<file path="config.mk">
export PLATFORM = sky130hd
export DESIGN_NAME = plc_logic_instruction_engine
export DESIGN_NICKNAME = d
export VERILOG_FILES = /design/src/rtl/plce_pkg.sv /design/src/rtl/plce_ram_1r.sv /design/src/rtl/plce_ram_2r.sv /design/src/rtl/plce_exec.sv /design/src/rtl/plc_logic_instruction_engine.sv
export SDC_FILE = /design/constraint.sdc
export NUM_CORES = 2
export LEC_CHECK = 0
export BUFFER_PORTS_ARGS = -buffer_cell sky130_fd_sc_hd__buf_2
export CAP_MARGIN = 20
export CORE_UTILIZATION = 45
export DETAILED_ROUTE_END_ITERATION = 8
export HOLD_SLACK_MARGIN = 0.12
export PLACE_DENSITY = 0.65
export SETUP_SLACK_MARGIN = 0.5
export SLEW_MARGIN = 10
export SYNTH_ARGS = -nofsm -noshare
export SYNTH_HDL_FRONTEND = slang
export SYNTH_SLANG_ARGS = --single-unit
</file>
<file path="constraint.sdc">
create_clock -name clk -period 75.8 [get_ports clk]
set_input_delay 3.79 -clock clk [delete_from_list [all_inputs] [get_ports clk]]
set_output_delay 3.79 -clock clk [all_outputs]
set_load 0.1 [all_outputs]
</file>
<file path="src/rtl/plce_pkg.sv">
package plce_pkg;

    localparam int OPCODE_W  = 5;
    localparam int FLAG_IDX_W = 10;
    localparam int LATCH_IDX_W = 8;
    localparam int TIMER_IDX_W = 6;
    localparam int PRESET_W  = 16;
    localparam int SAMPLE_W  = 8;
    localparam int COUNT_W   = 16;
    localparam int DECODE_SPAN = 8;

    localparam int DEF_NUM_FLAGS   = 1024;
    localparam int DEF_NUM_LATCHES = 256;
    localparam int DEF_NUM_TIMERS  = 64;
    localparam int DEF_TIMER_WIDTH = 16;

    typedef enum logic [OPCODE_W-1:0] {
        OP_SET     = 5'd0,
        OP_CLR     = 5'd1,
        OP_COPY    = 5'd2,
        OP_TOGGLE  = 5'd3,
        OP_DELAY1  = 5'd4,
        OP_DELAY2  = 5'd5,
        OP_DELAY3  = 5'd6,
        OP_DELAY4  = 5'd7,
        OP_DELAY5  = 5'd8,
        OP_ABOVE   = 5'd9,
        OP_BELOW   = 5'd10,
        OP_PULSE   = 5'd11,
        OP_OR      = 5'd12,
        OP_AND     = 5'd13,
        OP_NOT     = 5'd14,
        OP_DEMUX   = 5'd15,
        OP_ZERO    = 5'd16,
        OP_ONE     = 5'd17,
        OP_LOCKOUT = 5'd18
    } plce_op_e;

    typedef enum logic [3:0] {
        ST_CLEAR,
        ST_IDLE,
        ST_RD1,
        ST_RD2,
        ST_RD3,
        ST_EXEC,
        ST_WOB,
        ST_DEC,
        ST_RB,
        ST_CAP
    } plce_state_t;

    typedef struct packed {
        logic [OPCODE_W-1:0]    opcode;
        logic [FLAG_IDX_W-1:0]  out_a;
        logic [FLAG_IDX_W-1:0]  out_b;
        logic [FLAG_IDX_W-1:0]  in_a;
        logic [FLAG_IDX_W-1:0]  in_b;
        logic [FLAG_IDX_W-1:0]  in_c;
        logic [FLAG_IDX_W-1:0]  in_d;
        logic [LATCH_IDX_W-1:0] latch_index;
        logic [TIMER_IDX_W-1:0] timer_index;
        logic [PRESET_W-1:0]    preset_time;
        logic [SAMPLE_W-1:0]    analog_sample;
    } plce_cmd_t;

    typedef struct packed {
        logic               first_out_value;
        logic               second_out_value;
        logic [COUNT_W-1:0] counter_after;
        logic               first_in_value;
    } plce_rsp_t;

    // decisions of the execute step
    typedef struct packed {
        logic wr_oa;
        logic oa_val;
        logic wr_ob;
        logic demux;
        logic lat_val;
        logic tmr_load;
        logic tmr_dec;
    } plce_ctl_t;

    // index wrap by restoring compare/subtract; quotient stays below 128
    function automatic logic [16:0] fold_index(input logic [15:0] v, input logic [16:0] m);
        logic [23:0] r;
        logic [23:0] ms;
        r = {8'd0, v};
        for (int s = 6; s >= 0; s--) begin
            ms = {7'd0, m} << s;
            if (r >= ms) begin
                r = r - ms;
            end
        end
        return r[16:0];
    endfunction

endpackage

</file>
<file path="src/rtl/plce_ram_1r.sv">
module plce_ram_1r
    import plce_pkg::*;
#(
    parameter int WIDTH = 1,
    parameter int DEPTH = 256,
    parameter int AW    = (DEPTH > 1) ? $clog2(DEPTH) : 1
) (
    input  logic             clk,
    input  logic             we,
    input  logic [AW-1:0]    waddr,
    input  logic [WIDTH-1:0] wdata,
    input  logic [AW-1:0]    raddr,
    output logic [WIDTH-1:0] rdata
);

    logic [WIDTH-1:0] mem [DEPTH];
    logic [WIDTH-1:0] rdata_reg;

    always_ff @(posedge clk)
    begin
        if (we)
        begin
            mem[waddr] <= wdata;
        end
        rdata_reg <= mem[raddr];
    end

    assign rdata = rdata_reg;

endmodule

</file>
<file path="src/rtl/plce_ram_2r.sv">
module plce_ram_2r
    import plce_pkg::*;
#(
    parameter int DEPTH = 1024,
    parameter int AW    = (DEPTH > 1) ? $clog2(DEPTH) : 1
) (
    input  logic          clk,
    input  logic          we,
    input  logic [AW-1:0] waddr,
    input  logic          wdata,
    input  logic [AW-1:0] raddr0,
    input  logic [AW-1:0] raddr1,
    output logic          rdata0,
    output logic          rdata1
);

    logic mem [DEPTH];
    logic rdata0_reg;
    logic rdata1_reg;

    always_ff @(posedge clk)
    begin
        if (we)
        begin
            mem[waddr] <= wdata;
        end
        rdata0_reg <= mem[raddr0];
        rdata1_reg <= mem[raddr1];
    end

    assign rdata0 = rdata0_reg;
    assign rdata1 = rdata1_reg;

endmodule

</file>
<file path="src/rtl/plce_exec.sv">
module plce_exec
    import plce_pkg::*;
(
    input  logic [OPCODE_W-1:0]   op,
    input  logic                  fa,
    input  logic                  fb,
    input  logic                  fc,
    input  logic                  fd,
    input  logic                  fo,
    input  logic                  ia_is_oa,
    input  logic                  lat,
    input  logic                  nz,
    input  logic [SAMPLE_W-1:0]   smp,
    input  logic [FLAG_IDX_W-1:0] raw_c,
    input  logic [FLAG_IDX_W-1:0] raw_d,
    output plce_ctl_t             ctl
);

    logic smp_gt_d;
    logic smp_lt_d;
    logic smp_gt_c;
    logic smp_lt_c;
    logic lat_kept;
    logic fa_late;

    assign smp_gt_d = {2'd0, smp} > raw_d;
    assign smp_lt_d = {2'd0, smp} < raw_d;
    assign smp_gt_c = {2'd0, smp} > raw_c;
    assign smp_lt_c = {2'd0, smp} < raw_c;
    // pulse: latch drops first; in_a is re-read after out_a has been cleared
    assign lat_kept = fa & lat;
    assign fa_late  = fa & ~ia_is_oa;

    always_comb
    begin
        ctl          = '0;
        ctl.lat_val  = lat;
        unique case (op)
            OP_SET:
            begin
                ctl.wr_oa  = fa;
                ctl.oa_val = 1'b1;
            end
            OP_CLR:
            begin
                ctl.wr_oa  = fa;
                ctl.oa_val = 1'b0;
            end
            OP_COPY:
            begin
                ctl.wr_oa  = 1'b1;
                ctl.oa_val = fa;
            end
            OP_TOGGLE:
            begin
                if (!fa)
                begin
                    ctl.tmr_dec = nz;
                end
                else
                begin
                    ctl.wr_oa    = ~nz;
                    ctl.oa_val   = ~fo;
                    ctl.tmr_load = 1'b1;
                end
            end
            OP_DELAY1:
            begin
                ctl.wr_oa = 1'b1;
                if (fb)
                begin
                    ctl.tmr_load = 1'b1;
                end
                else if (nz)
                begin
                    ctl.tmr_dec = 1'b1;
                end
                else
                begin
                    ctl.oa_val = fa;
                end
            end
            OP_DELAY2, OP_DELAY3:
            begin
                ctl.wr_oa = 1'b1;
                if ((op == OP_DELAY2) ? fb : fa)
                begin
                    ctl.tmr_dec = nz;
                    ctl.oa_val  = ~nz & fa;
                end
                else
                begin
                    ctl.tmr_load = 1'b1;
                end
            end
            OP_DELAY4:
            begin
                ctl.wr_oa = 1'b1;
                if (fa | fb)
                begin
                    ctl.tmr_dec = nz;
                    ctl.oa_val  = ~nz;
                end
                else
                begin
                    ctl.tmr_load = 1'b1;
                end
            end
            OP_DELAY5:
            begin
                ctl.wr_oa = 1'b1;
                if (fc)
                begin
                    ctl.tmr_dec = nz;
                    ctl.oa_val  = ~nz & fa;
                end
                else if (fd)
                begin
                    ctl.tmr_dec = nz;
                    ctl.oa_val  = ~nz & fb;
                end
                else
                begin
                    ctl.tmr_load = 1'b1;
                end
            end
            OP_ABOVE:
            begin
                ctl.wr_oa  = fo ? smp_lt_c : smp_gt_d;
                ctl.oa_val = ~fo;
            end
            OP_BELOW:
            begin
                ctl.wr_oa  = fo ? smp_gt_c : smp_lt_d;
                ctl.oa_val = ~fo;
            end
            OP_PULSE:
            begin
                ctl.wr_oa   = 1'b1;
                ctl.lat_val = lat_kept;
                if (nz)
                begin
                    ctl.tmr_dec = 1'b1;
                    ctl.oa_val  = 1'b1;
                end
                else if (!lat_kept && fa_late)
                begin
                    ctl.oa_val   = 1'b1;
                    ctl.lat_val  = 1'b1;
                    ctl.tmr_load = 1'b1;
                end
            end
            OP_OR:
            begin
                ctl.wr_oa  = 1'b1;
                ctl.oa_val = fa | fb;
            end
            OP_AND:
            begin
                ctl.wr_oa  = 1'b1;
                ctl.oa_val = fa & fb;
            end
            OP_NOT:
            begin
                ctl.wr_oa  = 1'b1;
                ctl.oa_val = ~fa;
            end
            OP_DEMUX:
            begin
                ctl.demux = 1'b1;
            end
            OP_ZERO:
            begin
                ctl.wr_oa  = 1'b1;
                ctl.oa_val = 1'b0;
            end
            OP_ONE:
            begin
                ctl.wr_oa  = 1'b1;
                ctl.oa_val = 1'b1;
            end
            OP_LOCKOUT:
            begin
                if (lat)
                begin
                    ctl.wr_oa = 1'b1;
                    ctl.wr_ob = 1'b1;
                    if (nz)
                    begin
                        ctl.tmr_load = fa | fb;
                        ctl.tmr_dec  = ~(fa | fb);
                    end
                    else
                    begin
                        ctl.lat_val = 1'b0;
                    end
                end
                else if (fa & fb)
                begin
                    ctl.wr_oa    = 1'b1;
                    ctl.wr_ob    = 1'b1;
                    ctl.lat_val  = 1'b1;
                    ctl.tmr_load = 1'b1;
                end
            end
            default:
            begin
                ctl.wr_oa = 1'b0;
            end
        endcase
    end

endmodule

</file>
<file path="src/rtl/plc_logic_instruction_engine.sv">
// channel  | direction | handshake           | payload
// command  | in        | start & !busy       | cmd    (plce_cmd_t)
// result   | out       | done, one cycle     | result (plce_rsp_t)
//
// An item runs RD1, RD2, RD3, EXEC, RB, CAP; WOB is added when lockout clears out_b
// (extra write of out_b) and DEC for demux (eight flag writes); the single write port of the
// flag memory sets this. busy falls with done, so an item cannot start before the last is done.
// After reset the memories are cleared one entry a cycle over max(NUM_FLAGS, NUM_LATCHES,
// NUM_TIMERS) entries (1024 by default) with busy high.
// The receiver cannot stall: done is a single-cycle strobe.
module plc_logic_instruction_engine
    import plce_pkg::*;
#(
    parameter int NUM_FLAGS   = DEF_NUM_FLAGS,
    parameter int NUM_LATCHES = DEF_NUM_LATCHES,
    parameter int NUM_TIMERS  = DEF_NUM_TIMERS,
    parameter int TIMER_WIDTH = DEF_TIMER_WIDTH
) (
    input  logic      clk,
    input  logic      rst_n,
    input  logic      start,
    output logic      busy,
    input  plce_cmd_t cmd,
    output logic      done,
    output plce_rsp_t result
);

    localparam int FW = (NUM_FLAGS > 1) ? $clog2(NUM_FLAGS) : 1;
    localparam int LW = (NUM_LATCHES > 1) ? $clog2(NUM_LATCHES) : 1;
    localparam int XW = (NUM_TIMERS > 1) ? $clog2(NUM_TIMERS) : 1;
    localparam int TW = TIMER_WIDTH;
    localparam int CLR_A = (NUM_FLAGS > NUM_LATCHES) ? NUM_FLAGS : NUM_LATCHES;
    localparam int CLR_LEN = (CLR_A > NUM_TIMERS) ? CLR_A : NUM_TIMERS;
    localparam int CW = $clog2(CLR_LEN);

    plce_state_t state_reg, state_next;
    logic [CW-1:0] clr_reg, clr_next;
    logic [2:0]    dk_reg, dk_next;
    logic          done_reg;

    logic [OPCODE_W-1:0]   op_reg;
    logic [FW-1:0]         oa_reg, ob_reg, ia_reg, ib_reg, ic_reg, id_reg;
    logic [LW-1:0]         li_reg;
    logic [XW-1:0]         t_reg;
    logic [TW-1:0]         pre_reg;
    logic [SAMPLE_W-1:0]   smp_reg;
    logic [FLAG_IDX_W-1:0] rawc_reg, rawd_reg;
    logic                  fa_reg, fb_reg, fc_reg, fd_reg;
    plce_rsp_t             result_reg;

    logic          f_we, f_wdata, f_rd0, f_rd1;
    logic [FW-1:0] f_waddr, f_ra0, f_ra1;
    logic          l_we, l_wdata, l_rd;
    logic          t_we;
    logic [TW-1:0] t_wdata, t_rd, tmr_new;
    logic [FW:0]   dec_sum;
    logic [FW-1:0] dec_addr;
    logic          clr_fl, clr_la, clr_tm;
    plce_ctl_t     ctl;

    plce_ram_2r #(.DEPTH(NUM_FLAGS)) u_flags (
        .clk    (clk),
        .we     (f_we),
        .waddr  (f_waddr),
        .wdata  (f_wdata),
        .raddr0 (f_ra0),
        .raddr1 (f_ra1),
        .rdata0 (f_rd0),
        .rdata1 (f_rd1)
    );

    plce_ram_1r #(.WIDTH(1), .DEPTH(NUM_LATCHES)) u_latches (
        .clk   (clk),
        .we    (l_we),
        .waddr ((state_reg == ST_CLEAR) ? clr_reg[LW-1:0] : li_reg),
        .wdata (l_wdata),
        .raddr (li_reg),
        .rdata (l_rd)
    );

    plce_ram_1r #(.WIDTH(TW), .DEPTH(NUM_TIMERS)) u_timers (
        .clk   (clk),
        .we    (t_we),
        .waddr ((state_reg == ST_CLEAR) ? clr_reg[XW-1:0] : t_reg),
        .wdata (t_wdata),
        .raddr (t_reg),
        .rdata (t_rd)
    );

    plce_exec u_exec (
        .op       (op_reg),
        .fa       (fa_reg),
        .fb       (fb_reg),
        .fc       (fc_reg),
        .fd       (fd_reg),
        .fo       (f_rd0),
        .ia_is_oa (ia_reg == oa_reg),
        .lat      (l_rd),
        .nz       (t_rd != '0),
        .smp      (smp_reg),
        .raw_c    (rawc_reg),
        .raw_d    (rawd_reg),
        .ctl      (ctl)
    );

    assign clr_fl = {1'b0, clr_reg} < (CW+1)'(NUM_FLAGS);
    assign clr_la = {1'b0, clr_reg} < (CW+1)'(NUM_LATCHES);
    assign clr_tm = {1'b0, clr_reg} < (CW+1)'(NUM_TIMERS);

    assign tmr_new = ctl.tmr_load ? pre_reg :
                     ctl.tmr_dec  ? t_rd - TW'(1) : t_rd;

    // decoder flags wrap past the top of the store
    assign dec_sum  = {1'b0, oa_reg} + (FW+1)'(dk_reg);
    assign dec_addr = (dec_sum >= (FW+1)'(NUM_FLAGS)) ?
                      FW'(dec_sum - (FW+1)'(NUM_FLAGS)) : dec_sum[FW-1:0];

    always_comb
    begin
        state_next = state_reg;
        clr_next   = clr_reg;
        dk_next    = dk_reg;
        f_we       = 1'b0;
        f_waddr    = oa_reg;
        f_wdata    = 1'b0;
        f_ra0      = oa_reg;
        f_ra1      = ob_reg;
        l_we       = 1'b0;
        l_wdata    = 1'b0;
        t_we       = 1'b0;
        t_wdata    = '0;
        unique case (state_reg)
            ST_CLEAR:
            begin
                f_we    = clr_fl;
                f_waddr = clr_reg[FW-1:0];
                l_we    = clr_la;
                t_we    = clr_tm;
                clr_next = clr_reg + CW'(1);
                if (clr_reg == CW'(CLR_LEN - 1))
                begin
                    state_next = ST_IDLE;
                end
            end
            ST_IDLE:
            begin
                if (start)
                begin
                    state_next = ST_RD1;
                end
            end
            ST_RD1:
            begin
                f_ra0      = ia_reg;
                f_ra1      = ib_reg;
                state_next = ST_RD2;
            end
            ST_RD2:
            begin
                f_ra0      = ic_reg;
                f_ra1      = id_reg;
                state_next = ST_RD3;
            end
            ST_RD3:
            begin
                state_next = ST_EXEC;
            end
            ST_EXEC:
            begin
                f_we    = ctl.wr_oa;
                f_wdata = ctl.oa_val;
                l_we    = 1'b1;
                l_wdata = ctl.lat_val;
                t_we    = 1'b1;
                t_wdata = tmr_new;
                dk_next = '0;
                if (ctl.demux)
                begin
                    state_next = ST_DEC;
                end
                else if (ctl.wr_ob)
                begin
                    state_next = ST_WOB;
                end
                else
                begin
                    state_next = ST_RB;
                end
            end
            ST_WOB:
            begin
                f_we       = 1'b1;
                f_waddr    = ob_reg;
                state_next = ST_RB;
            end
            ST_DEC:
            begin
                f_we    = 1'b1;
                f_waddr = dec_addr;
                f_wdata = (dk_reg == {fc_reg, fb_reg, fa_reg});
                dk_next = dk_reg + 3'd1;
                if (dk_reg == 3'(DECODE_SPAN - 1))
                begin
                    state_next = ST_RB;
                end
            end
            ST_RB:
            begin
                state_next = ST_CAP;
            end
            ST_CAP:
            begin
                state_next = ST_IDLE;
            end
            default:
            begin
                state_next = ST_CLEAR;
            end
        endcase
    end

    always_ff @(posedge clk or negedge rst_n)
    begin
        if (!rst_n)
        begin
            state_reg <= ST_CLEAR;
            clr_reg   <= '0;
            dk_reg    <= '0;
            done_reg  <= 1'b0;
        end
        else
        begin
            state_reg <= state_next;
            clr_reg   <= clr_next;
            dk_reg    <= dk_next;
            done_reg  <= (state_reg == ST_CAP);
        end
    end

    always_ff @(posedge clk)
    begin
        if (state_reg == ST_IDLE && start)
        begin
            op_reg   <= cmd.opcode;
            oa_reg   <= FW'(fold_index(16'(cmd.out_a), 17'(NUM_FLAGS)));
            ob_reg   <= FW'(fold_index(16'(cmd.out_b), 17'(NUM_FLAGS)));
            ia_reg   <= FW'(fold_index(16'(cmd.in_a), 17'(NUM_FLAGS)));
            ib_reg   <= FW'(fold_index(16'(cmd.in_b), 17'(NUM_FLAGS)));
            ic_reg   <= FW'(fold_index(16'(cmd.in_c), 17'(NUM_FLAGS)));
            id_reg   <= FW'(fold_index(16'(cmd.in_d), 17'(NUM_FLAGS)));
            li_reg   <= LW'(fold_index(16'(cmd.latch_index), 17'(NUM_LATCHES)));
            t_reg    <= XW'(fold_index(16'(cmd.timer_index), 17'(NUM_TIMERS)));
            pre_reg  <= TW'(cmd.preset_time);
            smp_reg  <= cmd.analog_sample;
            rawc_reg <= cmd.in_c;
            rawd_reg <= cmd.in_d;
        end
        if (state_reg == ST_RD2)
        begin
            fa_reg <= f_rd0;
            fb_reg <= f_rd1;
        end
        if (state_reg == ST_RD3)
        begin
            fc_reg <= f_rd0;
            fd_reg <= f_rd1;
        end
        if (state_reg == ST_EXEC)
        begin
            result_reg.counter_after  <= COUNT_W'(tmr_new);
            result_reg.first_in_value <= fa_reg;
        end
        if (state_reg == ST_CAP)
        begin
            result_reg.first_out_value  <= f_rd0;
            result_reg.second_out_value <= f_rd1;
        end
    end

    assign busy   = (state_reg != ST_IDLE);
    assign done   = done_reg;
    assign result = result_reg;

endmodule

</file>
==> results.md <==
* First-pass GRT wire length at 531 mm
* CTS Buf Count at between 200 and 250
* Via count at 79700
* Syn Std Cell Area at between 100000 and 150000 µm²
* Iteration count of the initial detailed-routing pass at 9
* Relative slew margins at 0.142
* GP Congestion at 0.951
* Main synth FF type: edfxtp_1
* Top Ports at 127
* Worst reg-to-reg path cell count at 18
* RSZ-0062 raised after global routing: no
* Synth Instances at 8435
* Die Area at 256000 µm²
* Reg clk slew, reported paths at 0.06 ns
* Ys async rst share at 0.00730
* Crit path kind: reg -> reg
* # rows at 184
* Die Height at 506 µm
* Post-Route WL at 369 mm
* Hold Slack at between 0.5 and 0.6 ns
* Pwr/cell area at 24.9 nW/µm²
* Tcrit/Tclk final at 0.0973
* Sequential area share after synthesis at 0.646
* Congestion Overflow GR at 0
* Initial antenna violation count at 35
* CP top delay family: buffers and inverters
* Layout Utilization at 0.499
* Peak VDD IR at ~26 µV
* Post-cts sizing count at 0
* Via-to-Cell Ratio at 6.71
* Core ar. at 252000 µm²
* Worst Hold Class: reg -> reg
* Die width at approximately 510 µm
* Layout cell share with drive strength beyond 1 at 0.161
* R2R Path Start: rawd_reg[3]
* Worst hold start: u_flags.rdata0
* Place WS at 68.30 ns
* Root Buffer: clkbuf_16
* CTS Buffer Depth at 3
* Cell mode on critical path: buf_4
* Slowest-stage cell, CP: buf_4
* Fmax at 136 MHz
* Post-synthesis register bit count at 2467
* Peak fanout along the critical path at 100
* Pins Over Slew Limit at 0
* Clk sink count at 2467
* Remaining antenna violation count at 0
* Register Area at between 70000 and 80000 µm²
* Synth warn at 0
* Post-Route Setup TNS at 0 ns
* # fillers at between 20000 and 25000
* Starting Density at 0.454
* DRC viols at 1
* Final worst setup slack at 68.43 ns
* Multi-input gate area at 36900 µm²
* Total Nets Final at approximately 8400
* MaxCap Viol Count at 0
* Mean Syn Cell Area at ~14 µm²
* Hold Path Cell Cnt at 0
* Setup Skew at around 0.058 ns
* H-Tree Depth at 4
* Hold Violations, Final at 0
* Yosys top cell by area: edfxtp_1
* Crit path required time at 76.40 ns
* Post-synth EDFFs at 2430
* GRT Total Usage at 0.283
* Dpl hpwl at 217 mm
* Leak pwr at 0.0382 µW
* Synth cell types at 102
* Arr. time, crit path at 7.97 ns
* Failing checks: design-rule violations
* WP buf/inv at 7
* Vias in the first global route at about 77000
* Cts hold-fix bufs at 0
* Period minus WS final at 7.37 ns
* CTS tree: built
* Crit path depth at 18
* Total Power at ~3100 µW
* Crit. Startpoint: rawd_reg[3]
* Port Buffers at 126
* Worst-path cell chain: inv_1 -> ha_1 -> a21o_1 -> a21o_1 -> a21o_1 -> a21o_1 -> a21oi_1 -> o311ai_0 -> o2111ai_1 -> o211ai_2 -> a21oi_4 -> buf_4 -> buf_4 -> buf_12 -> buf_4 -> buf_4 -> buf_4 -> nor3_1
* Worst path max stage delay at 0.91 ns
* Number of post-CTS setup repair buffers at 0
* Yosys top cell area share at 0.639
* Routed wire per std cell at 31.1 µm
* Worst-margin pin slew at 1.28 ns
* Startpoint Class: register
* # setup viols final at 0
* Largest net degree at the start of global routing at 265
* Syn Nets at 8566
* Biggest regs: u_flags.mem: 1024 flops, u_timers.mem: 1024 flops, u_latches.mem: 256 flops
* Area Growth Syn to Fin at 9.95%
* Status: finished, violations left
* Critical Path End Type: register
* Worst skew pair latency at 0.92 ns
* DR iter-0 viols at around 13000
* Top post-synthesis cells by area: edfxtp_1, mux4_2, nand2_1
==> layout by cell type, fill, tap and decap left out, types with 53 or more instances in the layout <==
| cell | n |
|---|---|
| a21oi_1 | 186 |
| a22oi_1 | 70 |
| a31oi_1 | 147 |
| buf_2 | 126 |
| buf_4 | 237 |
| clkbuf_1 | 58 |
| clkbuf_16 | 243 |
| clkinv_1 | 53 |
| edfxtp_1 | 2430 |
| mux2i_1 | 150 |
| mux4_2 | 508 |
| nand2_1 | 1405 |
| nand3_1 | 414 |
| nor2_1 | 425 |
| nor3_1 | 685 |
| nor4_1 | 381 |
| o21ai_0 | 73 |
| o221ai_1 | 104 |
==> cell families (layout without fill, tap and decap cells) <==
logic type / count (synthesis) / in the layout / share of synthesized area
muxes: 685 / 685 / 0.116
adders and majority gates: 25 / 25 / 0.00280
xor gates and xnor gates: 38 / 38 / 0.00291
DFF: 2467 / 2467 / 0.646
and+or+nand+nor: 3528 / 3528 / 0.142
other: 0 / 26 / 0
buffers and inverters: 792 / 858 / 0.0350
AOI/OAI and AO/OA: 900 / 900 / 0.0552
==> worst register-to-register path, delay by kind of cell (launching register included) <==
kind	cells	cell delay (ns)
flip-flops	1	0.42
AND/OR/NAND/NOR	1	0.24
adder cells (fa/ha/maj)	1	0.31
AO/OA/AOI/OAI	9	1.52
buffers and inverters	7	4.62
==> metal layers <==
layer | GRT usage | share of wire
met3 | 0.0744 | 0.12
met5 | 0 | 0.00021
met1 | 0.357 | 0.35
met4 | 0.185 | 0.073
met2 | 0.431 | 0.45
==> worst paths after layout <==
path / endpoint / slack, ns
worst min-delay path: fc_reg / 0.52
max in group asynchronous: state_reg[0] / 72.61
worst max-delay path: u_flags.mem[85] / 68.43
worst max register to register: u_flags.mem[85] / 68.43
worst min register to register: fc_reg / 0.52
min in group asynchronous: state_reg[3] / 2.84
==> stage by stage <==
stage               std cells  instance area, µm²
floorplan                8435              114000
global placement        11400              118000
detailed placement      11400              118000
CTS                     11800              125000
global route            11900              126000
finish                  11900              126000
==> power by group <==
part | switching (µW) | internal [µW] | leakage (µW)
sequential | 19.3 | 1540 | 0.0233
clock | 531 | 660 | 0.00377
combinational | 308 | 71.9 | 0.0111
==> layout make-up <==
cell class / instances / area share
clock inverter: 140 / 0.0110
timing repair buffer: 381 / 0.0221
multi-input combinational: 5176 / 0.294
inverter: 30 / 0.000896
antenna: 26 / 0.000518
sequential: 2467 / 0.587
clock buffer: 307 / 0.0508
tap: 3348 / 0.0333
==> Yosys cell counts, drive strengths merged, types with 39 or more instances <==
library cell / instances
edfxtp: 2430
nand2: 1418
nor3: 701
mux4: 509
buf: 446
nor2: 433
nand3: 416
nor4: 382
clkbuf: 316
a21oi: 188
mux2i: 155
a31oi: 148
o221ai: 104
o21ai: 103
a22oi: 70
nand4: 42
a32oi: 39
and3: 39
Note: power is estimated with default switching activity, not from simulation.
